**config.mk**
```make
export PLATFORM = sky130hd
export DESIGN_NAME = s2b_queue
export DESIGN_NICKNAME = d
export VERILOG_FILES = /design/src/s2b_pkg.sv /design/src/s2b_queue.sv
export SDC_FILE = /design/constraint.sdc
export NUM_CORES = 1
export LEC_CHECK = 0
export ABC_CLOCK_PERIOD_IN_PS = 3020
export BUFFER_PORTS_ARGS = -buffer_cell sky130_fd_sc_hd__buf_2
export CORE_ASPECT_RATIO = 1.5
export CORE_UTILIZATION = 51
export CTS_CLUSTER_SIZE = 24
export DETAILED_ROUTE_END_ITERATION = 10
export PLACE_DENSITY = 0.72
export SYNTH_ARGS = -nofsm -noshare
export SYNTH_HDL_FRONTEND = slang
export SYNTH_SLANG_ARGS = --single-unit
```
**constraint.sdc**
```tcl
create_clock -name clk -period 3.02 [get_ports clk]
set_clock_uncertainty 0.05 [all_clocks]
set_input_delay 0.302 -clock clk [delete_from_list [all_inputs] [get_ports clk]]
set_output_delay 0.302 -clock clk [all_outputs]
set_load 0.05 [all_outputs]
```
**src/s2b_pkg.sv**
```systemverilog
// Package for the space-to-batch address generator.
// Holds the shared types, constants and the multiply-add helper. Depends on nothing.
package s2b_pkg;

  localparam int LAYOUT_NCHW_DEF = 0;
  localparam int DIM_MAX_DEF     = 4096;
  localparam int OFFSET_BITS_DEF = 32;

  localparam int DIM_W   = 13;
  localparam int ADDR_W  = 5;
  localparam int QDEPTH  = 4;
  localparam int QPTR_W  = 2;

  typedef enum logic [2:0] {
    REG_IN_BATCH    = 3'd0,
    REG_IN_HEIGHT   = 3'd1,
    REG_IN_WIDTH    = 3'd2,
    REG_CHAN_COUNT  = 3'd3,
    REG_OUT_HEIGHT  = 3'd4,
    REG_OUT_WIDTH   = 3'd5,
    REG_BLOCK_SHAPE = 3'd6,
    REG_PAD_START   = 3'd7
  } s2b_reg_t;

  typedef struct packed {
    logic [15:0] out_b;
    logic [11:0] out_row;
    logic [11:0] out_col;
    logic [11:0] chan;
  } s2b_in_t;

  typedef struct packed {
    logic        is_pad;
    logic [31:0] src_offset;
    logic [31:0] dst_offset;
  } s2b_out_t;

  // Effective configuration after clamping and zero handling.
  typedef struct packed {
    logic [15:0]      ib;
    logic [DIM_W-1:0] ih;
    logic [DIM_W-1:0] iw;
    logic [DIM_W-1:0] cc;
    logic [DIM_W-1:0] oh;
    logic [DIM_W-1:0] ow;
    logic [7:0]       bh;
    logic [7:0]       bw;
    logic [15:0]      pt;
    logic [15:0]      pl;
  } s2b_cfg_t;

  typedef struct packed {
    s2b_in_t     coord;
    logic [15:0] src_b;
  } s2b_side2_t;

  typedef struct packed {
    s2b_in_t     coord;
    logic [15:0] src_b;
    logic [15:0] sh;
    logic [7:0]  sw;
  } s2b_task_t;

  typedef struct packed {
    logic full;
    logic empty;
  } s2b_qstat_t;

  function automatic logic [31:0] s2b_mac(input logic [31:0] r, input logic [DIM_W-1:0] d,
                                          input logic [31:0] a);
    logic [31:0] p;
    p = 32'(r * {19'd0, d});
    return p + a;
  endfunction

endpackage

```
**src/s2b_queue.sv**
```systemverilog
// Small FIFO between the front and back ends.
// Depends on s2b_pkg.
module s2b_queue (
  input  logic                clk,
  input  logic                rst,
  input  logic                push,
  input  s2b_pkg::s2b_task_t  push_data,
  input  logic                pop,
  output s2b_pkg::s2b_task_t  pop_data,
  output s2b_pkg::s2b_qstat_t stat
);

  s2b_pkg::s2b_task_t              mem [s2b_pkg::QDEPTH];
  logic [s2b_pkg::QPTR_W-1:0]      wr_ptr;
  logic [s2b_pkg::QPTR_W-1:0]      rd_ptr;
  logic [s2b_pkg::QPTR_W:0]        count;

  always_ff @(posedge clk) begin
    if (rst) begin
      wr_ptr <= '0;
      rd_ptr <= '0;
      count  <= '0;
    end else begin
      if (push) wr_ptr <= wr_ptr + 1'b1;
      if (pop) rd_ptr <= rd_ptr + 1'b1;
      count <= count + (s2b_pkg::QPTR_W + 1)'(push) - (s2b_pkg::QPTR_W + 1)'(pop);
    end
    if (push) mem[wr_ptr] <= push_data;
  end

  assign pop_data   = mem[rd_ptr];
  assign stat.full  = count == (s2b_pkg::QPTR_W + 1)'(s2b_pkg::QDEPTH);
  assign stat.empty = count == '0;

endmodule

```
After elaboration in Yosys (flattened, before gate mapping)
Memories as Yosys holds them, arrays and structs flattened. A register that Yosys moved wholly into a read port is not among the register bits.
Cells that the tools add are included.
{"block": "totals", "memories": 1, "word_cells": 14, "ramBits": 368, "in_bits": 96, "regBits": 7}
{"memory": "mem", "depth": 4, "width": 92, "read_ports": 1, "rd_ports_with_merged_regs": 1, "write_ports": 1, "line": "s2b_queue.sv:13", "text": "s2b_pkg::s2b_task_t mem [s2b_pkg::QDEPTH];"}
{"block": "op_classes", "add_sub_neg": 4, "n_eq_ne": 1, "reduce_logical": 1, "n_mux": 4}
{"op": "2-bit by 1-bit adder with 2-bit output (second input constant)", "n": 2}
{"op": "2-bit two-way mux", "n": 2}
{"op": "3-bit by 1-bit adder with 3-bit output", "n": 1}
{"op": "3-bit equality test (second input constant)", "n": 1}
{"op": "3-bit zero test", "n": 1}
{"op": "3-bit by 1-bit subtractor with 3-bit output", "n": 1}
{"op": "1-bit two-way mux", "n": 2}

Longest topological paths before layout
{"block": "logic_depth", "depth_word": 3, "mapped_depth": 7}

Worst setup path before layout
No wires, ideal clock.
{"block": "synth_path", "path_kind": "register -> register", "start": "register wr_ptr[0] in the netlist's numbering", "end": "memory mem[0][0] in the netlist's numbering, enable pin", "setup_time_ns": 0.461, "stages_incl_launch_ff": 4, "required_time_ns": 2.509, "slack_ns": -0.165, "arrival_ns": 2.674, "path_cell_list": "dfxtp_1 -> inv_1 -> ha_1 -> and2_1"}
{"item": "from (decl)", "line": "s2b_queue.sv:14", "text": "logic [s2b_pkg::QPTR_W-1:0] wr_ptr;"}
{"item": "from (signal assigned)", "line": "s2b_queue.sv:24", "text": "if (push) wr_ptr <= wr_ptr + 1'b1;"}
{"item": "to (decl)", "line": "s2b_queue.sv:13"}
Straight into the memory's write port.

==> results.sh <==
export IMPL_outcome="complete, no violations"
export IMPL_route_detailed_vias_per_inst=5.399
export IMPL_drt_iter0_drc=277
export IMPL_tritoncts_buffers=35
export IMPL_maxSlewHeadroom=0.6102
export IMPL_io_pins=190
export IMPL_post_cts_setup_buffers=0
export IMPL_startpoint_type="flop"
export IMPL_number_of_enable_flip_flop_cells_after_synthesis=368
export IMPL_hold_worst_slack_ns=0.06451
export IMPL_hp_class="input port to flop"
export IMPL_setup_viol_count_final=0
export IMPL_cts_root_to_sink_buffers=3
export IMPL_clk_pin_slew_worst_paths_ns=0.06
export IMPL_critical_path_peak_fanout=27
export IMPL_path_buf_inv=2
export IMPL_synthTopCellsByArea="edfxtp_1, mux4_2, dfxtp_1"
export IMPL_reg2reg_slack_ns=1.05
export IMPL_clkPwrFrac=0.353
export IMPL_start_util=0.5178
export IMPL_power_sequential_fraction=0.502
export IMPL_pin_count_of_the_biggest_net_entering_global_routing=61
export IMPL_drt_wl_total_mm=25.63
export IMPL_final_max_slew_violation_count=0
export IMPL_rsz_0062_raised_after_global_routing="false"
export IMPL_flow_area_growth_from_synthesis_pct=25.33
export IMPL_p_leak_nw=5.872
export IMPL_worst_pin_slew_ns=0.5848
export IMPL_gr_total_overflow=0
export IMPL_crit_path_top_delay_cell="dfxtp_4"
export IMPL_detail_route_first_pass_iterations=4
export IMPL_postCtsResizedCells=0
export IMPL_internal_power_mw=9.094
export IMPL_cts_htree_levels=2
export IMPL_max_stage_delay_on_crit_path_ns=0.73
export IMPL_cts_tree="built"
export IMPL_yosys_register_bits=377
export IMPL_cp_data_required_time_ns=2.67
export IMPL_post_layout_nonfiller_instances=1199
export IMPL_all_layer_gr_usage=0.1949
export IMPL_end_kind="output pin"
export IMPL_antenna_violations_before_repair=2
export IMPL_dp_cells=1042
export IMPL_ys_types=20
export IMPL_yosys_warnings=0
export IMPL_fin_total_pwr_mw=12.15
export IMPL_synth_yosys_seq_area_share=0.8188
export IMPL_post_synth_top_area_cell="edfxtp_1"
export IMPL_combPwrFrac=0.145
export IMPL_synth_top_cell_area_share=0.8057
export IMPL_switching_share=0.2518
export IMPL_drive_above_1_share=0.4081
export IMPL_postSynthAreaPerCell_sq_um=26.28
export IMPL_die_w_um=135.9
export IMPL_clk_latency_ns=0.51
export IMPL_power_per_cell_area_mw_per_mm2=707.0
export IMPL_critical_path_top_delay_family="flip-flops"
export IMPL_nNetsFinal=938
export IMPL_dieHeight_um=202.9
export IMPL_drtAntennaViolNets=0
export IMPL_fp_coreArea_sq_mm=0.02649
export IMPL_finalCritPeriodShare=0.9072
export IMPL_rr_startpoint="wr_ptr[0]"
export IMPL_critical_path_class="flop to output pin"
export IMPL_route_detailed_wl_per_inst_um=21.38
export IMPL_final_area_sq_mm=0.01719
export IMPL_total_die_area_sq_mm=0.02757
export IMPL_layout_cells_most_common="edfxtp_1"
export IMPL_max_cap_violations=0
export IMPL_synth_top_flop_cell="edfxtp_1"
export IMPL_netSwitchingPower_mw=3.060
export IMPL_dpl_hpwl_mm=15.24
export IMPL_finalHoldViolations=0
export IMPL_fp_row_count=73
export IMPL_netlist_instances=522
export IMPL_setup_tns_final_ns=0
export IMPL_first_global_vias=7313
export IMPL_critical_path_cell_chain="buf_4 > mux4_2 > buf_2"
export IMPL_place_gp_congestion=0.6941
export IMPL_holdCritStartpoint="pop"
export IMPL_syn_nets=625
export IMPL_detailed_place_area_sq_mm=0.01514
export IMPL_dr_total_vias=6473
export IMPL_drc_errors=0
export IMPL_arrival_ns=2.39
export IMPL_port_buffer_count=189
export IMPL_grt_pass1_wl_mm=39.71
export IMPL_synth_cell_area_sq_mm=0.01372
export IMPL_numClockSinks=377
export IMPL_layout_common_cells="edfxtp_1, buf_2, dlygate4sd3_1, mux4_2, clkbuf_16"
export IMPL_timing_fmax_mhz=365.0
export IMPL_ir_drop_uv=536.9
export IMPL_synth_async_reset_ratio=0
export IMPL_clock_root_buffer="clkbuf_16"
export IMPL_layout_min_cycle_time_ns=2.740
## cell usage after synthesis, types with 2 or more instances
cell type    n
nor2_1       5
ha_1         6
xnor2_1      2
nor2b_1      2
buf_6        9
buf_2        9
inv_1        6
dfxtp_1      9
mux4_2      92
and2_1       4
edfxtp_1   368
clkbuf_1     2
## cells by family after synthesis
| kind of cell | synth area share |
|---|---|
| compound gates | 0.001094 |
| xor+xnor | 0.003010 |
| fa+ha+maj | 0.006933 |
| buf+inv | 0.01286 |
| flops | 0.8188 |
| mux | 0.1518 |
| simple gates | 0.005473 |
## metrics by stage
stage	setup slack, ns	utilization
floorplan	0.8495	-
global placement	0.7571	0.5716
CTS	0.1690	0.6488
finish	0.2803	0.6490
detailed placement	0.7278	0.5716
global route	0.08709	0.6489
## worst min-delay path, cell delays in order
cell and delay (ns):
buf_2 0.13, nand3b_1 0.08, a21oi_1 0.07
## layer usage
metal | routed length, um | vias up | track usage
li1 | - | 2865 | -
met1 | 9800 | 3378 | 0.2260
met2 | 13970 | 174 | 0.3517
met3 | 1023 | 56 | 0.03645
met4 | 839 | 0 | 0.07897
met5 | 0 | - | 0
## registers in the layout (all words and copies together) (netlist names), named ones only
register	flops
rd_ptr	2
wr_ptr	2
count	3
mem	368
## worst paths after layout
path | end | depth (start not counted)
worst max-delay path | pop_data[21] | 3
worst min-delay path | flop | 3
worst max register to register | mem[1][6] | 3
worst min register to register | flop | 2
## timing repair
| item | CTS | global route |
|---|---|---|
| hold buffers | 93 | 0 |
| setup endpoints to repair | 0 | 0 |
| hold endpoints to repair | 372 | 0 |
## layout make-up
cell class | instances | area (sq um)
multi-input cells | 119 | 2318
fillers | 1769 | 9298
diodes | 2 | 5.005
clock inverters | 21 | 173.9
clock buffers | 41 | 940.9
inverters | 6 | 22.52
repair buffers | 296 | 2069
well taps | 337 | 421.7
flip-flops and latches | 377 | 11240
## power groups by stage
stage | Clock [mW] | Sequential, mW | Combinational (mW)
floorplan | 0 | 6.17 | 1.27
detailed placement | 0 | 6.22 | 1.68
finish | 4.29 | 6.10 | 1.76
global placement | 0 | 6.20 | 1.65
global route | 4.53 | 6.13 | 1.86
CTS | 4.36 | 6.11 | 1.79
Note: power is estimated with default switching activity, not from simulation.
