<file path="src/s2b_pkg.sv">
// Package for the space-to-batch address generator.
// Holds the shared types, constants and the multiply-add helper. Depends on nothing.
package s2b_pkg;

  localparam int LAYOUT_NCHW_DEF = 0;
  localparam int DIM_MAX_DEF     = 4096;
  localparam int OFFSET_BITS_DEF = 32;

  localparam int DIM_W   = 13;
  localparam int ADDR_W  = 5;
  localparam int QDEPTH  = 4;
  localparam int QPTR_W  = 2;

  typedef enum logic [2:0] {
    REG_IN_BATCH    = 3'd0,
    REG_IN_HEIGHT   = 3'd1,
    REG_IN_WIDTH    = 3'd2,
    REG_CHAN_COUNT  = 3'd3,
    REG_OUT_HEIGHT  = 3'd4,
    REG_OUT_WIDTH   = 3'd5,
    REG_BLOCK_SHAPE = 3'd6,
    REG_PAD_START   = 3'd7
  } s2b_reg_t;

  typedef struct packed {
    logic [15:0] out_b;
    logic [11:0] out_row;
    logic [11:0] out_col;
    logic [11:0] chan;
  } s2b_in_t;

  typedef struct packed {
    logic        is_pad;
    logic [31:0] src_offset;
    logic [31:0] dst_offset;
  } s2b_out_t;

  // Effective configuration after clamping and zero handling.
  typedef struct packed {
    logic [15:0]      ib;
    logic [DIM_W-1:0] ih;
    logic [DIM_W-1:0] iw;
    logic [DIM_W-1:0] cc;
    logic [DIM_W-1:0] oh;
    logic [DIM_W-1:0] ow;
    logic [7:0]       bh;
    logic [7:0]       bw;
    logic [15:0]      pt;
    logic [15:0]      pl;
  } s2b_cfg_t;

  typedef struct packed {
    s2b_in_t     coord;
    logic [15:0] src_b;
  } s2b_side2_t;

  typedef struct packed {
    s2b_in_t     coord;
    logic [15:0] src_b;
    logic [15:0] sh;
    logic [7:0]  sw;
  } s2b_task_t;

  typedef struct packed {
    logic full;
    logic empty;
  } s2b_qstat_t;

  function automatic logic [31:0] s2b_mac(input logic [31:0] r, input logic [DIM_W-1:0] d,
                                          input logic [31:0] a);
    logic [31:0] p;
    p = 32'(r * {19'd0, d});
    return p + a;
  endfunction

endpackage

</file>
<file path="src/s2b_back.sv">
// Back end: block position, padding test and the two flat offsets.
// Depends on s2b_pkg.
module s2b_back #(
  parameter int LAYOUT_NCHW = s2b_pkg::LAYOUT_NCHW_DEF,
  parameter int OFFSET_BITS = s2b_pkg::OFFSET_BITS_DEF
) (
  input  logic                clk,
  input  logic                rst,
  input  s2b_pkg::s2b_cfg_t   cfg,
  input  s2b_pkg::s2b_qstat_t qstat,
  input  s2b_pkg::s2b_task_t  pop_data,
  output logic                pop,
  output logic                done,
  output s2b_pkg::s2b_out_t   result
);

  localparam logic [63:0] OffMask64 = (64'd1 << OFFSET_BITS) - 64'd1;
  localparam logic [31:0] OffMask   = OffMask64[31:0];
  localparam bit          Nchw      = (LAYOUT_NCHW != 0);

  logic               a_vld, b_vld, c_vld, d_vld, e_vld;
  s2b_pkg::s2b_task_t a_task, b_task;
  logic [20:0]        b_ph, b_pw;
  logic               c_pad, d_pad, e_pad;
  logic [31:0]        c_hs, c_ws;
  s2b_pkg::s2b_task_t c_task, d_task;
  logic [31:0]        d_src, d_dst, e_src, e_dst;
  logic [31:0]        e_ws, e_wsd;
  logic [31:0]        d_hs, d_ws;

  logic [20:0]        pt21, pl21, ph_lo, pw_lo;
  logic               pad_now;
  logic [31:0]        b_src0, c_src1, c_dst1;

  assign pop = !qstat.empty;

  assign pt21    = 21'(cfg.pt);
  assign pl21    = 21'(cfg.pl);
  assign ph_lo   = b_ph - pt21;
  assign pw_lo   = b_pw - pl21;
  assign pad_now = (b_ph < pt21) || (b_ph >= pt21 + 21'(cfg.ih)) ||
                   (b_pw < pl21) || (b_pw >= pl21 + 21'(cfg.iw));

  // first step of each offset
  always_comb begin
    if (Nchw) begin
      b_src0 = s2b_pkg::s2b_mac(32'(c_task.src_b), cfg.cc, 32'(c_task.coord.chan)) & OffMask;
      c_dst1 = s2b_pkg::s2b_mac(32'(c_task.coord.out_b), cfg.cc, 32'(c_task.coord.chan))
               & OffMask;
    end else begin
      b_src0 = s2b_pkg::s2b_mac(32'(c_task.src_b), cfg.ih, c_hs) & OffMask;
      c_dst1 = s2b_pkg::s2b_mac(32'(c_task.coord.out_b), cfg.oh, 32'(c_task.coord.out_row))
               & OffMask;
    end
    c_src1 = b_src0;
  end

  always_ff @(posedge clk) begin
    if (rst) begin
      a_vld <= 1'b0;
      b_vld <= 1'b0;
      c_vld <= 1'b0;
      d_vld <= 1'b0;
      e_vld <= 1'b0;
      done  <= 1'b0;
    end else begin
      a_vld <= pop;
      b_vld <= a_vld;
      c_vld <= b_vld;
      d_vld <= c_vld;
      e_vld <= d_vld;
      done  <= e_vld;
    end
    // padded source position
    a_task <= pop_data;
    b_task <= a_task;
    b_ph   <= 21'(a_task.coord.out_row) * 21'(cfg.bh) + 21'(a_task.sh);
    b_pw   <= 21'(a_task.coord.out_col) * 21'(cfg.bw) + 21'(a_task.sw);
    // padding window test
    c_task <= b_task;
    c_pad  <= pad_now;
    c_hs   <= 32'(ph_lo);
    c_ws   <= 32'(pw_lo);
    // step one of the offsets
    d_task <= c_task;
    d_pad  <= c_pad;
    d_hs   <= c_hs;
    d_ws   <= c_ws;
    d_src  <= c_src1;
    d_dst  <= c_dst1;
    // step two
    e_pad  <= d_pad;
    if (Nchw) begin
      e_src <= s2b_pkg::s2b_mac(d_src, cfg.ih, d_hs) & OffMask;
      e_dst <= s2b_pkg::s2b_mac(d_dst, cfg.oh, 32'(d_task.coord.out_row)) & OffMask;
      e_ws  <= d_ws;
      e_wsd <= 32'(d_task.coord.out_col);
    end else begin
      e_src <= s2b_pkg::s2b_mac(d_src, cfg.iw, d_ws) & OffMask;
      e_dst <= s2b_pkg::s2b_mac(d_dst, cfg.ow, 32'(d_task.coord.out_col)) & OffMask;
      e_ws  <= 32'(d_task.coord.chan);
      e_wsd <= 32'(d_task.coord.chan);
    end
    // step three, then drive the result
    result.is_pad <= e_pad;
    if (Nchw) begin
      result.src_offset <= e_pad ? 32'd0 : (s2b_pkg::s2b_mac(e_src, cfg.iw, e_ws) & OffMask);
      result.dst_offset <= s2b_pkg::s2b_mac(e_dst, cfg.ow, e_wsd) & OffMask;
    end else begin
      result.src_offset <= e_pad ? 32'd0 : (s2b_pkg::s2b_mac(e_src, cfg.cc, e_ws) & OffMask);
      result.dst_offset <= s2b_pkg::s2b_mac(e_dst, cfg.cc, e_wsd) & OffMask;
    end
  end

endmodule

</file>
<file path="config.mk">
export PLATFORM = sky130hd
export DESIGN_NAME = s2b_back
export DESIGN_NICKNAME = d
export VERILOG_FILES = /design/src/s2b_pkg.sv /design/src/s2b_back.sv
export SDC_FILE = /design/constraint.sdc
export NUM_CORES = 2
export LEC_CHECK = 0
export BUFFER_PORTS_ARGS = -buffer_cell sky130_fd_sc_hd__buf_2
export CAP_MARGIN = 20
export CORE_ASPECT_RATIO = 0.75
export CORE_MARGIN = 10
export CORE_UTILIZATION = 49
export CTS_CLUSTER_DIAMETER = 30
export DETAILED_ROUTE_END_ITERATION = 8
export MAX_ROUTING_LAYER = met4
export PLACE_DENSITY = 0.68
export SLEW_MARGIN = 40
export SYNTH_ARGS = -nofsm -noshare
export SYNTH_HDL_FRONTEND = slang
export SYNTH_SLANG_ARGS = --single-unit
</file>
<file path="constraint.sdc">
create_clock -name clk -period 7.1 [get_ports clk]
set_input_delay 1.42 -clock clk [delete_from_list [all_inputs] [get_ports clk]]
set_output_delay 1.42 -clock clk [all_outputs]
set_load 0.02 [all_outputs]
</file>
[Word level (Yosys, flattened, before mapping)]
Index checks and enable logic that the tools add are counted.
Word-level totals
  bits in registers: 567
  input port bits: 225
  word-level logic and storage cells: 69
Cells by class
  reductions and logical operators: 4
  $add $sub $neg: 12
  multiply operators: 8
  order comparisons: 4
Operators with widths (count)
  $add 32x12->32: 3
  $mul 30x13->32: 2
  $mul 32x13->32: 2
  $mul 16x13->29: 2
  $ge 21x17->1: 2
  $lt 21x16->1: 2
  $sub 21x16->21: 2
  $mul 12x8->20: 2
  $add 16x13->17: 2
  $add 32x21->32: 1
  $add 29x12->30: 1
  $add 29x21->30: 1
  $add 20x16->21: 1
  $add 20x8->21: 1
  $logic_or 1x1->1: 3
  $logic_not 1->1: 1

[Logic depth before layout (Yosys ltp)]
  depth after elaboration: 5
  gate-level depth with buffers: 26
  mapped depth without buffers: 24

[Least setup slack after synthesis]
No wires, ideal clock.
  path kind: input to register
  from: in cfg[75] (netlist bit)
  to: reg result[31] (netlist bit)
  stages: 25
  setup slack: -167 ps
  library setup time: 118 ps
  buffers on the path: 2
  required time: 6982 ps
  data arrival time: 7149 ps
  path through: clkbuf_1 > clkbuf_1 > and2_1 > fa_1 > inv_1 > fa_1 > inv_1 > fa_1 > inv_1 > fa_1 > inv_1 > fa_1 > inv_1 > fa_1 > inv_1 > ha_1 > or3_1 > o22a_1 > a21oi_1 > o211ai_2 > a2111oi_4 > o311a_1 > o21bai_1 > a21oi_2 > xnor2_1
On the way
  word-level cells in the longest chain between the ends: 2
Ends and longest elaborated chain
  start, declared: line s2b_back.sv:9  | input s2b_pkg::s2b_cfg_t cfg,
  $mul 32x13->32: line s2b_pkg.sv:72  | p = 32'(r * {19'd0, d});
  $add 32x12->32: line s2b_pkg.sv:73  | return p + a;
  end, declared: line s2b_back.sv:14  | output s2b_pkg::s2b_out_t result
No other way between the ends.
A chain may end at the register's enable or synchronous reset.

[Final worst setup path]
  from: in cfg[88] (netlist bit)
  to: reg e_src[31]
On the way
  word-level cells in the longest chain between the ends: 2
Ends and longest elaborated chain
  $mul 30x13->32: line s2b_pkg.sv:72
  $add 32x21->32: line s2b_pkg.sv:73
  end signal, assigned: line s2b_back.sv:94  | e_src <= s2b_pkg::s2b_mac(d_src, cfg.ih, d_hs) & OffMask;
  end signal, assigned: line s2b_back.sv:99  | e_src <= s2b_pkg::s2b_mac(d_src, cfg.iw, d_ws) & OffMask;
  end, declared: line s2b_back.sv:27  | logic [31:0] d_src, d_dst, e_src, e_dst;
No other way between the ends.

==> parameters.txt <==
Parameter                              Value

Outcome
  Status ... finished, final reports clean

Setup path
  Largest stage delay on the critical path ... between 0.5 and 0.6 ns
  Register-to-register setup slack ... ~0.57 ns
  Endpoint required time on the critical path ... 7.69 ns
  Worst r2r src ... c_task[30]
  Cell occurring most often along the worst timing path ... sky130_fd_sc_hd__fa_1
  Arrival time reported for the critical path endpoint ... ~7.4 ns
  Start-to-end type of the worst setup path ... primary input to register
  Cell depth of the worst setup path ... 24
  Largest fanout on the critical path ... 8
  CP cell instances ... buf_2, buf_4, and2_1, fa_1, inv_1, fa_1, inv_1, fa_1, fa_1, fa_1, inv_1, fa_1, inv_1, ha_1, a21oi_1, o211ai_1, o32a_1, o41a_1, a211o_1, a31oi_2, o21ai_2, a21o_1, a21oi_2, xnor2_1
  CP top delay family ... adder cells
  Reg2Reg Capture Point ... d_src[29]
  Endpoint kind of the worst setup timing path ... register
  Critical-path cell with the highest stage delay ... sky130_fd_sc_hd__fa_1
  Kind of start point of the critical path ... primary input
  Combined buffer and inverter count along the critical path ... 6
  Number of cells on the worst reg-to-reg path ... 21
  Critical path startpoint ... cfg[88]

Floorplan
  Initial core utilization ... 0.495
  Ports placed on the boundary ... 292
  Die footprint ... 174000 µm²
  Number of rows created at floorplan ... between 100 and 150
  Vertical extent of the die ... ~360 µm
  Horizontal die dimension ... roughly 480 µm
  Core Footprint ... approximately 160000 µm²

Clock network
  Number of levels the H-tree was split into ... 3
  Clk sink count ... about 570
  CTS buffer count ... about 120
  CTS Root Buffer Type ... sky130_fd_sc_hd__clkbuf_16
  Clock Path Buffers ... 3
  TritonCTS clock tree ... done
  Clock-pin slew of the registers on the worst-case setup and hold paths ... about 0.060 ns
  Worst-Skew Late Latency ... ~0.77 ns

Global routing
  Wire length of the first global-routing pass ... 309000 µm
  Global routing usage summed across all routing layers ... 0.225
  Number of global-route vias before repair ... about 59000
  Leftover overflow at the end of global routing ... 0
  Antenna violations before repair ... 16
  Pin count of the biggest net entering global routing ... 35

Placed design
  I/O Buffers ... about 270
  Post-placement cell count ... around 11000
  Routability-driven placement congestion ratio ... slightly above 0.9
  Half-perimeter wire length after detailed placement ... around 160000 µm

STA
  Tightest Pin Transition ... ~0.71 ns
  Fin crit share ... 0.959
  Accumulated negative setup slack ... 0 ns
  Unrepaired setup endpoints after global routing ... false
  # setup viols final ... 0
  Fin. max-slew vios ... 0
  Shortest clock period the worst path allows after layout ... between 6 and 7 ns
  F_max ... around 150 MHz
  Clk_skew ... just over 0.06 ns
  Final Hold Vio Count ... 0
  Slew Limit Headroom ... 0.526

Yosys
  Portion of synthesized cell area occupied by the leading cell type ... 0.403
  Count of synthesis-stage warnings from yosys ... 0
  Synth Area in Compound Gates ... 0.0540
  Main flop type after synthesis ... sky130_fd_sc_hd__dfxtp_1
  Post-synthesis mux area share ... 0.000146
  Adder and majority cell fraction of the synthesized area ... 0.514
  EDFF count, synth ... 0
  Count of different cell masters after synthesis ... 80
  Most area-hungry cell type in the Yosys netlist ... sky130_fd_sc_hd__fa_1
  Post-synth top cells ... sky130_fd_sc_hd__inv_1 (1606), sky130_fd_sc_hd__fa_1 (1550), sky130_fd_sc_hd__nand2_1 (1235), sky130_fd_sc_hd__and2_1 (813), sky130_fd_sc_hd__ha_1 (686)
  Ys async rst share ... 0
  Register area share after synthesis ... 0.147
  Xor-xnor portion of the synthesized cell area ... 0.0378
  Post-Synthesis Mean Instance Area ... roughly 9.5 µm²
  Top area cells in the synthesized netlist ... sky130_fd_sc_hd__fa_1 (40%), sky130_fd_sc_hd__dfxtp_1 (15%), sky130_fd_sc_hd__ha_1 (11%)
  Post-synthesis sequential element count ... around 570
  Gate count of the mapped netlist ... roughly 8100
  Post-Synthesis Net Count ... 10590
  Most frequently used cell type in the post-synthesis netlist ... sky130_fd_sc_hd__inv_1
  Post-synthesis simple-gate area fraction ... 0.153
  Dominant combinational cell family by area after synthesis ... adder cells
  Mapped Area ... slightly below 80000 µm²

Layout
  NumNets Final ... about 11000
  Area overhead of the layout relative to synthesis ... 13.4%
  Final cell count without fillers ... about 11000
  Fraction of layout cells with a size suffix above 1 ... 0.110

Routing
  Aggregate routed wire length ... roughly 190000 µm
  Number of violations reported at the end of detailed-routing iteration 0 ... approximately 3400
  DRC Markers ... 0
  Detail Route Antenna Nets ... 0
  Via Count ... 54557
  Wire length per cell after detailed routing ... approximately 17 µm
  Iteration count of the initial detailed-routing pass ... 6
  Vias per cell ... 5.04

Flow run
  Max_cap viols ... 0

Min path
  Worst Hold Endpoint ... c_task[35]
  Classification of the worst-slack hold path ... register to register
  Instance count along the most critical hold path ... 0
  Source of the worst hold timing path ... b_task[35]
## how the worst max path moves through the flow
stage                             to
after floorplan           result[31]
after global placement    result[62]
after detailed placement  result[62]
after CTS                 result[62]
after global routing      result[62]
final                      e_src[31]
## state kept, by name (all words and copies together) (netlist names), 24 cells and up
name / count
result: 65
c_task: 68
d_src: 30
e_src: 32
d_dst: 30
d_task: 24
e_dst: 32
b_task: 68
a_task: 92
## worst register-to-register path: cells and delay by family, from the launching register on
family / cells / cell delay, ns
xor gates and xnor gates: 1 / 0.12
adders and majority gates: 7 / 3.11
AOI/OAI and AO/OA: 5 / 1.22
DFF: 1 / 0.68
buffers and inverters: 4 / 0.24
and+or+nand+nor: 4 / 1.11
## repair_timing
action,4_1_cts,5_1_grt
hold buffers,0,0
buffers inserted,0,0
gates resized for setup,0,1
setup endpoints to repair,0,4
## placed cells by master (no fill, tap or decap), types with 84 or more instances in the layout
cell type                   instances
sky130_fd_sc_hd__dfxtp_1          567
sky130_fd_sc_hd__buf_2            274
sky130_fd_sc_hd__clkbuf_16        117
sky130_fd_sc_hd__buf_4            402
sky130_fd_sc_hd__a21oi_1          162
sky130_fd_sc_hd__inv_1           1606
sky130_fd_sc_hd__fa_1            1550
sky130_fd_sc_hd__nand2_1         1235
sky130_fd_sc_hd__xor2_1            84
sky130_fd_sc_hd__o21ai_0           94
sky130_fd_sc_hd__ha_1             681
sky130_fd_sc_hd__xnor2_1          248
sky130_fd_sc_hd__and2_1           812
sky130_fd_sc_hd__nor2_1           176
## final cells by class
type | instances | area, µm²
repair buffers | 681 | 4490
fillers | 13727 | 68200
diodes | 9 | 22.5
flip-flops and latches | 567 | 11400
well taps | 2095 | 2620
clock buffers | 132 | 3070
multi-input cells | 5641 | 58600
inverters | 1606 | 6030
clock inverters | 91 | 1160
## per-stage QoR
| stage | setup WS, ns | area (µm²) | hold WS [ns] | utilization |
|---|---|---|---|---|
| floorplan | -0.0113 | 77100 | 0.310 | - |
| global placement | -0.480 | 83000 | 0.310 | 0.534 |
| detailed placement | -0.561 | 83100 | 0.312 | 0.534 |
| CTS | 0.213 | 87300 | 0.310 | 0.561 |
| global route | 0.00101 | 87300 | 0.318 | 0.562 |
| finish | 0.294 | 87300 | 0.313 | 0.562 |
## layer usage
| layer | GRT usage | part of all wire |
|---|---|---|
| met2 | 0.349 | 0.45 |
| met4 | 0.0547 | 0.026 |
| met5 | - | 0 |
| met1 | 0.306 | 0.46 |
| met3 | 0.0414 | 0.068 |
## logic make-up after synthesis
| family | Yosys count |
|---|---|
| xor+xnor | 332 |
| compound gates | 615 |
| fa+ha+maj | 2236 |
| buf+inv | 1921 |
| mux | 1 |
| simple gates | 2457 |
| flops | 567 |
Power is left out: the tool's default activity adds up to more than one toggle a clock period on the data nets, which glitch-free logic cannot reach.
