`config.mk`:
```
export PLATFORM = sky130hd
export DESIGN_NAME = s2b_front
export DESIGN_NICKNAME = d
export VERILOG_FILES = /design/src/s2b_pkg.sv /design/src/s2b_div.sv /design/src/s2b_front.sv
export SDC_FILE = /design/constraint.sdc
export NUM_CORES = 2
export LEC_CHECK = 0
export BUFFER_PORTS_ARGS = -buffer_cell sky130_fd_sc_hd__buf_4
export CORE_ASPECT_RATIO = 1.5
export CORE_MARGIN = 2
export CORE_UTILIZATION = 60
export DETAILED_ROUTE_END_ITERATION = 7
export PLACE_DENSITY = 0.84
export RECOVER_POWER = 25
export SLEW_MARGIN = 0
export SYNTH_ARGS = -nofsm -noshare
export SYNTH_HDL_FRONTEND = slang
export SYNTH_SLANG_ARGS = --single-unit
```
`constraint.sdc`:
```
create_clock -name clk -period 4.5 [get_ports clk]
set_input_delay 0.45 -clock clk [delete_from_list [all_inputs] [get_ports clk]]
set_output_delay 0.45 -clock clk [all_outputs]
set_load 0.03 [all_outputs]
```
`src/s2b_pkg.sv`:
```
// Package for the space-to-batch address generator.
// Holds the shared types, constants and the multiply-add helper. Depends on nothing.
package s2b_pkg;

  localparam int LAYOUT_NCHW_DEF = 0;
  localparam int DIM_MAX_DEF     = 4096;
  localparam int OFFSET_BITS_DEF = 32;

  localparam int DIM_W   = 13;
  localparam int ADDR_W  = 5;
  localparam int QDEPTH  = 4;
  localparam int QPTR_W  = 2;

  typedef enum logic [2:0] {
    REG_IN_BATCH    = 3'd0,
    REG_IN_HEIGHT   = 3'd1,
    REG_IN_WIDTH    = 3'd2,
    REG_CHAN_COUNT  = 3'd3,
    REG_OUT_HEIGHT  = 3'd4,
    REG_OUT_WIDTH   = 3'd5,
    REG_BLOCK_SHAPE = 3'd6,
    REG_PAD_START   = 3'd7
  } s2b_reg_t;

  typedef struct packed {
    logic [15:0] out_b;
    logic [11:0] out_row;
    logic [11:0] out_col;
    logic [11:0] chan;
  } s2b_in_t;

  typedef struct packed {
    logic        is_pad;
    logic [31:0] src_offset;
    logic [31:0] dst_offset;
  } s2b_out_t;

  // Effective configuration after clamping and zero handling.
  typedef struct packed {
    logic [15:0]      ib;
    logic [DIM_W-1:0] ih;
    logic [DIM_W-1:0] iw;
    logic [DIM_W-1:0] cc;
    logic [DIM_W-1:0] oh;
    logic [DIM_W-1:0] ow;
    logic [7:0]       bh;
    logic [7:0]       bw;
    logic [15:0]      pt;
    logic [15:0]      pl;
  } s2b_cfg_t;

  typedef struct packed {
    s2b_in_t     coord;
    logic [15:0] src_b;
  } s2b_side2_t;

  typedef struct packed {
    s2b_in_t     coord;
    logic [15:0] src_b;
    logic [15:0] sh;
    logic [7:0]  sw;
  } s2b_task_t;

  typedef struct packed {
    logic full;
    logic empty;
  } s2b_qstat_t;

  function automatic logic [31:0] s2b_mac(input logic [31:0] r, input logic [DIM_W-1:0] d,
                                          input logic [31:0] a);
    logic [31:0] p;
    p = 32'(r * {19'd0, d});
    return p + a;
  endfunction

endpackage

```
`src/s2b_div.sv`:
```
// Pipelined restoring divider, one quotient bit per stage, with sideband payload.
// Depends on nothing.
module s2b_div #(
  parameter int NUM_W  = 16,
  parameter int DEN_W  = 16,
  parameter int SIDE_W = 1
) (
  input  logic              clk,
  input  logic              rst,
  input  logic              in_vld,
  input  logic [NUM_W-1:0]  num,
  input  logic [DEN_W-1:0]  den,
  input  logic [SIDE_W-1:0] side,
  output logic              out_vld,
  output logic [NUM_W-1:0]  quo,
  output logic [DEN_W-1:0]  rem,
  output logic [SIDE_W-1:0] out_side
);

  logic [NUM_W:0]    vld;
  logic [NUM_W-1:0]  qn [NUM_W+1];
  logic [DEN_W-1:0]  rm [NUM_W+1];
  logic [SIDE_W-1:0] sd [NUM_W+1];

  assign vld[0] = in_vld;
  assign qn[0]  = num;
  assign rm[0]  = '0;
  assign sd[0]  = side;

  for (genvar s = 0; s < NUM_W; s++) begin : g_stage
    logic [DEN_W:0] trial;
    logic [DEN_W:0] diff;
    logic           ge;

    assign trial = {rm[s], qn[s][NUM_W-1]};
    assign ge    = trial >= {1'b0, den};
    assign diff  = trial - {1'b0, den};

    always_ff @(posedge clk) begin
      if (rst) begin
        vld[s+1] <= 1'b0;
      end else begin
        vld[s+1] <= vld[s];
      end
      // shift the dividend out at the top, the quotient bit in at the bottom
      qn[s+1] <= {qn[s][NUM_W-2:0], ge};
      rm[s+1] <= ge ? diff[DEN_W-1:0] : trial[DEN_W-1:0];
      sd[s+1] <= sd[s];
    end
  end

  assign out_vld  = vld[NUM_W];
  assign quo      = qn[NUM_W];
  assign rem      = rm[NUM_W];
  assign out_side = sd[NUM_W];

endmodule

```
`src/s2b_front.sv`:
```
// Front end: splits the output batch into source batch and block shifts.
// Depends on s2b_pkg and s2b_div.
module s2b_front (
  input  logic                clk,
  input  logic                rst,
  input  logic                accept,
  input  s2b_pkg::s2b_in_t    cmd,
  input  s2b_pkg::s2b_cfg_t   cfg,
  output logic                push,
  output s2b_pkg::s2b_task_t  push_data
);

  logic                 d1_vld;
  logic [15:0]          d1_quo;
  logic [15:0]          d1_rem;
  s2b_pkg::s2b_in_t     d1_side;
  s2b_pkg::s2b_side2_t  d2_in_side;
  s2b_pkg::s2b_side2_t  d2_side;
  logic [15:0]          d2_quo;
  logic [7:0]           d2_rem;

  // out_b / in_batch: quotient feeds the block split, remainder is the source batch
  s2b_div #(.NUM_W(16), .DEN_W(16), .SIDE_W($bits(s2b_pkg::s2b_in_t))) u_div_batch (
    .clk(clk), .rst(rst), .in_vld(accept), .num(cmd.out_b), .den(cfg.ib), .side(cmd),
    .out_vld(d1_vld), .quo(d1_quo), .rem(d1_rem), .out_side(d1_side)
  );

  assign d2_in_side.coord = d1_side;
  assign d2_in_side.src_b = d1_rem;

  // quotient / block width: row shift and column shift
  s2b_div #(.NUM_W(16), .DEN_W(8), .SIDE_W($bits(s2b_pkg::s2b_side2_t))) u_div_block (
    .clk(clk), .rst(rst), .in_vld(d1_vld), .num(d1_quo), .den(cfg.bw), .side(d2_in_side),
    .out_vld(push), .quo(d2_quo), .rem(d2_rem), .out_side(d2_side)
  );

  assign push_data.coord = d2_side.coord;
  assign push_data.src_b = d2_side.src_b;
  assign push_data.sh    = d2_quo;
  assign push_data.sw    = d2_rem;

endmodule

```
# Word level (Yosys, flattened, before mapping)
# Index checks and enable logic that the tools add are counted.
[classes]
order_cmp = 32
n_reduce_logical = 0
n_addsub = 32
eq_ne = 0
muxes = 32
bitwise_logic = 0
n_div = 0
n_shift = 0
mul = 0
[op_table]
columns = ["cell", "n"]
rows = [
  ["17-bit by 16-bit greater-or-equal comparator with 1-bit output", 15],
  ["16-bit 2-to-1 mux", 15],
  ["16-bit subtractor", 15],
  ["9-bit by 8-bit greater-or-equal comparator with 1-bit output", 15],
  ["8-bit 2-to-1 mux", 15],
  ["8-bit subtractor", 15],
  ["1-bit by 16-bit greater-or-equal comparator with 1-bit output", 1],
  ["1-bit by 16-bit subtractor with 16-bit output", 1],
  ["1-bit by 8-bit greater-or-equal comparator with 1-bit output", 1],
  ["1-bit by 8-bit subtractor with 8-bit output", 1],
  ["1-bit 2-to-1 mux", 2],
]
[word_totals]
mem_bits_ro = 0
inputBits = 184
ram_bits = 0
n_memories = 0
latch_bits = 0
regBits = 2848
word_cells = 226

# Depth between registers and ports, before layout
[depth]
word_depth = 2
depth_mapped = 13
mapped_depth_nobuf = 11

# By module
# A second synthesis with hierarchy kept.
[hier_totals]
hier_cells = 5796
hier_area_um2 = 78552.8
[modules_own_cells]
columns = ["mod", "cells_per_inst", "area_per_inst_um2", "seq_area_each_um2", "n_inst"]
rows = [
  ["s2b_div at u_div_batch", 3305, 41308.4, 27226.1, 1],
  ["s2b_div at u_div_block", 2491, 37244.5, 29788.6, 1],
]

# Worst setup path after synthesis
# Ideal clock, no wire load.
[synth_timing]
kind = "input to register"
from = "in cfg[114] (netlist name)"
to = "reg u_div_batch.rm (netlist bit u_div_batch.g_stage[10].trial[10])"
cell_stages = 12
t_arrival_ps = 3468
path_buffers = 2
required_ps = 4379
slack_ps = 912
setup_ps = 121
path_cell_list = "clkbuf_1 -> inv_1 -> ha_1 -> nor2b_1 -> o31a_1 -> o22a_1 -> a211o_1 -> o21ai_0 -> nand2b_1 -> a211oi_2 -> buf_2 -> mux2_2"
[synth_between]
elab_chain_cells = 2
word_cells_on_any_way = 3
classes_between = "1 x add/sub; 1 x order compare; 1 x mux"
[synth_lines]
columns = ["element", "line_no", "source"]
rows = [
  ["start, declared", "s2b_front.sv:8", "input s2b_pkg::s2b_cfg_t cfg,"],
  ["16-bit subtractor or 17-bit by 16-bit greater-or-equal comparator with 1-bit output (tied branches)", "s2b_div.sv:37, s2b_div.sv:36", ""],
  ["16-bit 2-to-1 mux *", "s2b_div.sv:47", "rm[s+1] <= ge ? diff[DEN_W-1:0] : trial[DEN_W-1:0];"],
  ["end signal, assigned by index", "s2b_div.sv:47", ""],
  ["end, declared", "s2b_div.sv:22", "logic [DEN_W-1:0] rm [NUM_W+1];"],
]
# Every way passes the cells marked *; elsewhere a longest branch is shown, timed or not.
# A chain may end at the register's enable or synchronous reset.

# Worst setup path after layout
[layout_timing]
from = "reg u_div_batch.rm (netlist bit u_div_batch.g_stage[15].trial[6])"
to = "reg u_div_batch.rem[11] (netlist name)"
[layout_between]
elab_chain_cells = 2
word_cells_on_any_way = 3
classes_between = "1 x add/sub; 1 x order compare; 1 x mux"
[layout_lines]
columns = ["element", "line_no"]
rows = [
  ["16-bit subtractor or 17-bit by 16-bit greater-or-equal comparator with 1-bit output (tied branches)", "s2b_div.sv:37, s2b_div.sv:36"],
  ["16-bit 2-to-1 mux *", "s2b_div.sv:47"],
]
# Marked as above.

==> run_results.csv <==
group,metric,value,unit
clocking,cts_sinks,2728,
finish,fillers,8113,
min_path,holdCritPathClass,"in -> reg",
synth,ys_ff_latch,2728,
power_and_ir_drop,p_clk_share,34.0,%
grt,grt_remaining_overflow,0,
finish,area_growth,15.08,%
routing,routedWlPerCell,17.53,um
placed_design,dpl_worst_slack,779.8,ps
floorplanning,coreArea,124700,um^2
clocking,path_clk_slew,80,ps
synth,seq_area_frac_synth,72.72,%
timing,setup_viol,0,
power_and_ir_drop,p_leak,0.03757,uW
synth,synth_ff_type,"dfxtp_1",
synth,synth_edf_count,0,
clocking,cts_tree,"yes",
setup_path,cp.required,5220,ps
timing,finClkSkew,60.11,ps
setup_path,critical_path_class,"reg -> reg",
setup_path,r2r-end,"u_div_batch.rem[11]",
timing,final-hold-violation-count,0,
setup_path,r2r_cells,10,
clocking,clock_path_buffers,3,
grt,grt_usage,20.85,%
setup_path,end_kind,"register",
grt,grt_pass1_wl,209000,um
routing,dr.pass1.iters,5,
finish,final_core_util,69.29,%
setup_path,worstPathArrival,4210,ps
synth,yosys_warnings,0,
placed_design,place_congestion,0.9236,
finish,finalNonFillerCells,7606,
grt,grt_max_degree,33,
grt,grt_pass1_vias,41051,
floorplanning,start_util,60.21,%
timing,fin_tns_setup,0,ps
finish,drive_gt1_share,14.82,%
power_and_ir_drop,p_seq_share,51.0,%
timing,maxSlewHeadroom,43.25,%
power_and_ir_drop,powerDensity,659.4,nW/um^2
status,status,"complete, no violations",
setup_path,r2r_start,"u_div_batch.g_stage[15].trial[6]",
routing,wl,133300,um
routing,drc_errors,0,
synth,synthArstFlopShare,0,%
routing,ant_nets,0,
timing,rsz0062_at_grt,"no",
synth,synth_fp_nets,5977,
routing,drt_iter0_drc,1946,
power_and_ir_drop,power.total,56990,uW
timing,fin_crit,3484,ps
routing,vias,38869,
synth,synth_cell_types,69,
setup_path,start_kind,"register",
synth,syn-instance-count,5399,
job,cap_violations,0,
clocking,cts_root_buffer,"clkbuf_16",
grt,antenna_found_initial,2,
power_and_ir_drop,swShare,25.26,%
floorplanning,dieArea,128100,um^2
min_path,hold_path_depth,3,
placed_design,dp_cells,7146,
setup_path,path_max_fanout,12,
finish,nets,6390,
synth,syn_area,75100,um^2
clocking,numCtsBuffers,213,
floorplanning,die_h,437.3,um
synth,avgSynthCellArea,13.91,um^2
min_path,min_to,"u_div_batch.g_stage[1].trial[1]",
placed_design,portBuffers,171,
power_and_ir_drop,combPwrFrac,15.1,%
timing,fmax,287.0,MHz
power_and_ir_drop,p_switching,14390,uW
timing,fin_crit_sh,77.42,%
timing,finalWorstSetupSlack,1016,ps
routing,vias_per_cell,5.110,
power_and_ir_drop,p_int,42600,uW
clocking,htreeDepth,4,
timing,worst_pin_slew,850.3,ps
setup_path,r2r_slack,1020,ps
timing,drv_slew,0,
placed_design,hpwl,82080,um
floorplanning,io_pins,277,
floorplanning,die_w,292.9,um
power_and_ir_drop,irDropWorstVdd,0.5213,mV
min_path,holdCritStartpoint,"cfg[113]",
floorplanning,placementRows,159,
clocking,clock_latency,840,ps
==> final cells by class <==
| class | instances | area (um^2) | share of cell area, % |
|---|---|---|---|
| Clock buffer | 303 | 6202 | 7.176 |
| Clock inverter | 93 | 1251 | 1.448 |
| Multi-Input combinational cell | 2413 | 19210 | 22.23 |
| Timing Repair Buffer | 311 | 2584 | 2.990 |
| Inverter | 145 | 544.3 | 0.6298 |
| Sequential cell | 2728 | 54610 | 63.19 |
| Antenna cell | 3 | 7.507 | 0.008686 |
| Tap cell | 1610 | 2014 | 2.331 |
==> critical path, stage by stage, from the launching register on <==
cell	delay (ps)
dfxtp_1	340
ha_1	400
a21o_1	270
a2111oi_2	360
a31oi_1	190
a21o_1	260
a41o_1	260
a311o_1	420
a41oi_4	300
buf_12	190
mux2_1	380
==> cells by family after synthesis <==
| family | after synthesis | share of synthesized area, % |
|---|---|---|
| mux | 316 | 4.641 |
| simple gates | 724 | 4.871 |
| fa+ha+maj | 394 | 6.864 |
| compound gates | 728 | 6.249 |
| flops | 2728 | 72.72 |
| buf+inv | 258 | 1.733 |
| xor+xnor | 251 | 2.927 |
==> cells in the final DEF (no fill, tap or decap), types with 105 or more instances in the layout <==
cell / n
ha_1: 364
inv_1: 145
nor2b_1: 105
buf_4: 191
dfxtp_1: 2728
nor2_1: 177
clkbuf_16: 216
nand2_1: 136
o21ai_0: 168
xnor2_1: 174
a21oi_1: 186
mux2_2: 251
==> Yosys cell counts (12+ instances only) <==
cell type | count | area (um^2)
dfxtp_1 | 2728 | 54610
ha_1 | 364 | 4554
mux2_2 | 251 | 2826
a21oi_1 | 186 | 930.9
nor2_1 | 177 | 664.4
xnor2_1 | 174 | 1524
o21ai_0 | 168 | 840.8
inv_1 | 145 | 544.3
nand2_1 | 136 | 510.5
nor2b_1 | 105 | 656.9
a21o_1 | 92 | 690.7
buf_4 | 84 | 630.6
xor2_1 | 77 | 674.4
mux2i_1 | 58 | 580.6
nand3_1 | 51 | 255.2
nor3_1 | 50 | 250.2
nand2b_1 | 48 | 300.3
o21a_1 | 47 | 352.8
nand4_1 | 41 | 256.5
a211oi_1 | 36 | 270.3
a21boi_0 | 31 | 232.7
fa_1 | 30 | 600.6
o31a_1 | 29 | 254.0
or3_1 | 27 | 168.9
a31oi_1 | 22 | 137.6
and3_1 | 19 | 118.9
clkbuf_1 | 19 | 71.32
nor4_1 | 19 | 118.9
or2_2 | 18 | 112.6
o21bai_1 | 15 | 112.6
nand3b_1 | 14 | 105.1
o31ai_1 | 13 | 97.59
o21ai_1 | 12 | 60.06
==> metal layers <==
metal / vias up / GRT usage (%) / part of all wire [%] / wire [um]
li1: 19063 / - / - / -
met1: 18388 / 20.58 / 36 / 48170
met2: 1006 / 39.81 / 54 / 71980
met3: 412 / 3.801 / 4.0 / 5378
met4: 0 / 12.77 / 5.8 / 7791
met5: - / 0 / 0 / 0
==> state kept, by name (all words and copies together), names as in the netlist <==
register                   cells
u_div_block.qn               225
u_div_batch.vld               15
u_div_block.quo               16
u_div_batch.out_side          52
u_div_batch.sd               675
u_div_block.vld               15
u_div_batch.out_vld            1
u_div_block.rem                8
u_div_batch.g_stage.trial    240
u_div_block.out_side          68
u_div_block.sd              1020
u_div_batch.qn               225
u_div_block.g_stage.trial    135
u_div_batch.quo               16
u_div_batch.rem               16
u_div_block.out_vld            1
==> what timing repair did <==
action	in CTS	in global routing
gates resized for setup	0	0
endpoints found under the hold margin	91	0
buffers inserted	0	0
hold buffers	61	0
==> power by group through the flow <==
| stage | registers [uW] | logic (uW) | clock network [uW] |
|---|---|---|---|
| 6_report | 29000 | 8590 | 19400 |
| 5_1_grt | 29300 | 9420 | 20700 |
| 4_1_cts | 29100 | 8530 | 19800 |
| 3_5_place_dp | 29400 | 8280 | 0 |
| 3_3_place_gp | 29200 | 7950 | 0 |
| 2_1_floorplan | 29000 | 6520 | 0 |
==> worst max path at each step <==
stage          depth (start not counted)  slack [ps]                        startpoint                                 to
2_1_floorplan                         12         910                          cfg[114]  u_div_batch.g_stage[10].trial[10]
3_3_place_gp                          11         840                          cfg[119]   u_div_batch.g_stage[15].trial[9]
3_5_place_dp                          13         780                          cfg[114]   u_div_batch.g_stage[9].trial[16]
4_1_cts                               10        1070  u_div_batch.g_stage[15].trial[6]                u_div_batch.rem[12]
5_1_grt                               10         910  u_div_batch.g_stage[15].trial[6]                u_div_batch.rem[11]
6_report                              10        1020  u_div_batch.g_stage[15].trial[6]                u_div_batch.rem[11]
==> through the flow <==
| stage | instance area (um^2) | hold slack (ps) |
|---|---|---|
| 3_5_place_dp | 78360 | 312.1 |
| 6_report | 86430 | 204.8 |
| 5_1_grt | 86420 | 187.6 |
| 4_1_cts | 86420 | 141.1 |
| 3_3_place_gp | 78360 | 309.5 |
| 2_1_floorplan | 75100 | 309.6 |
Note: power is estimated with default switching activity, not from simulation.
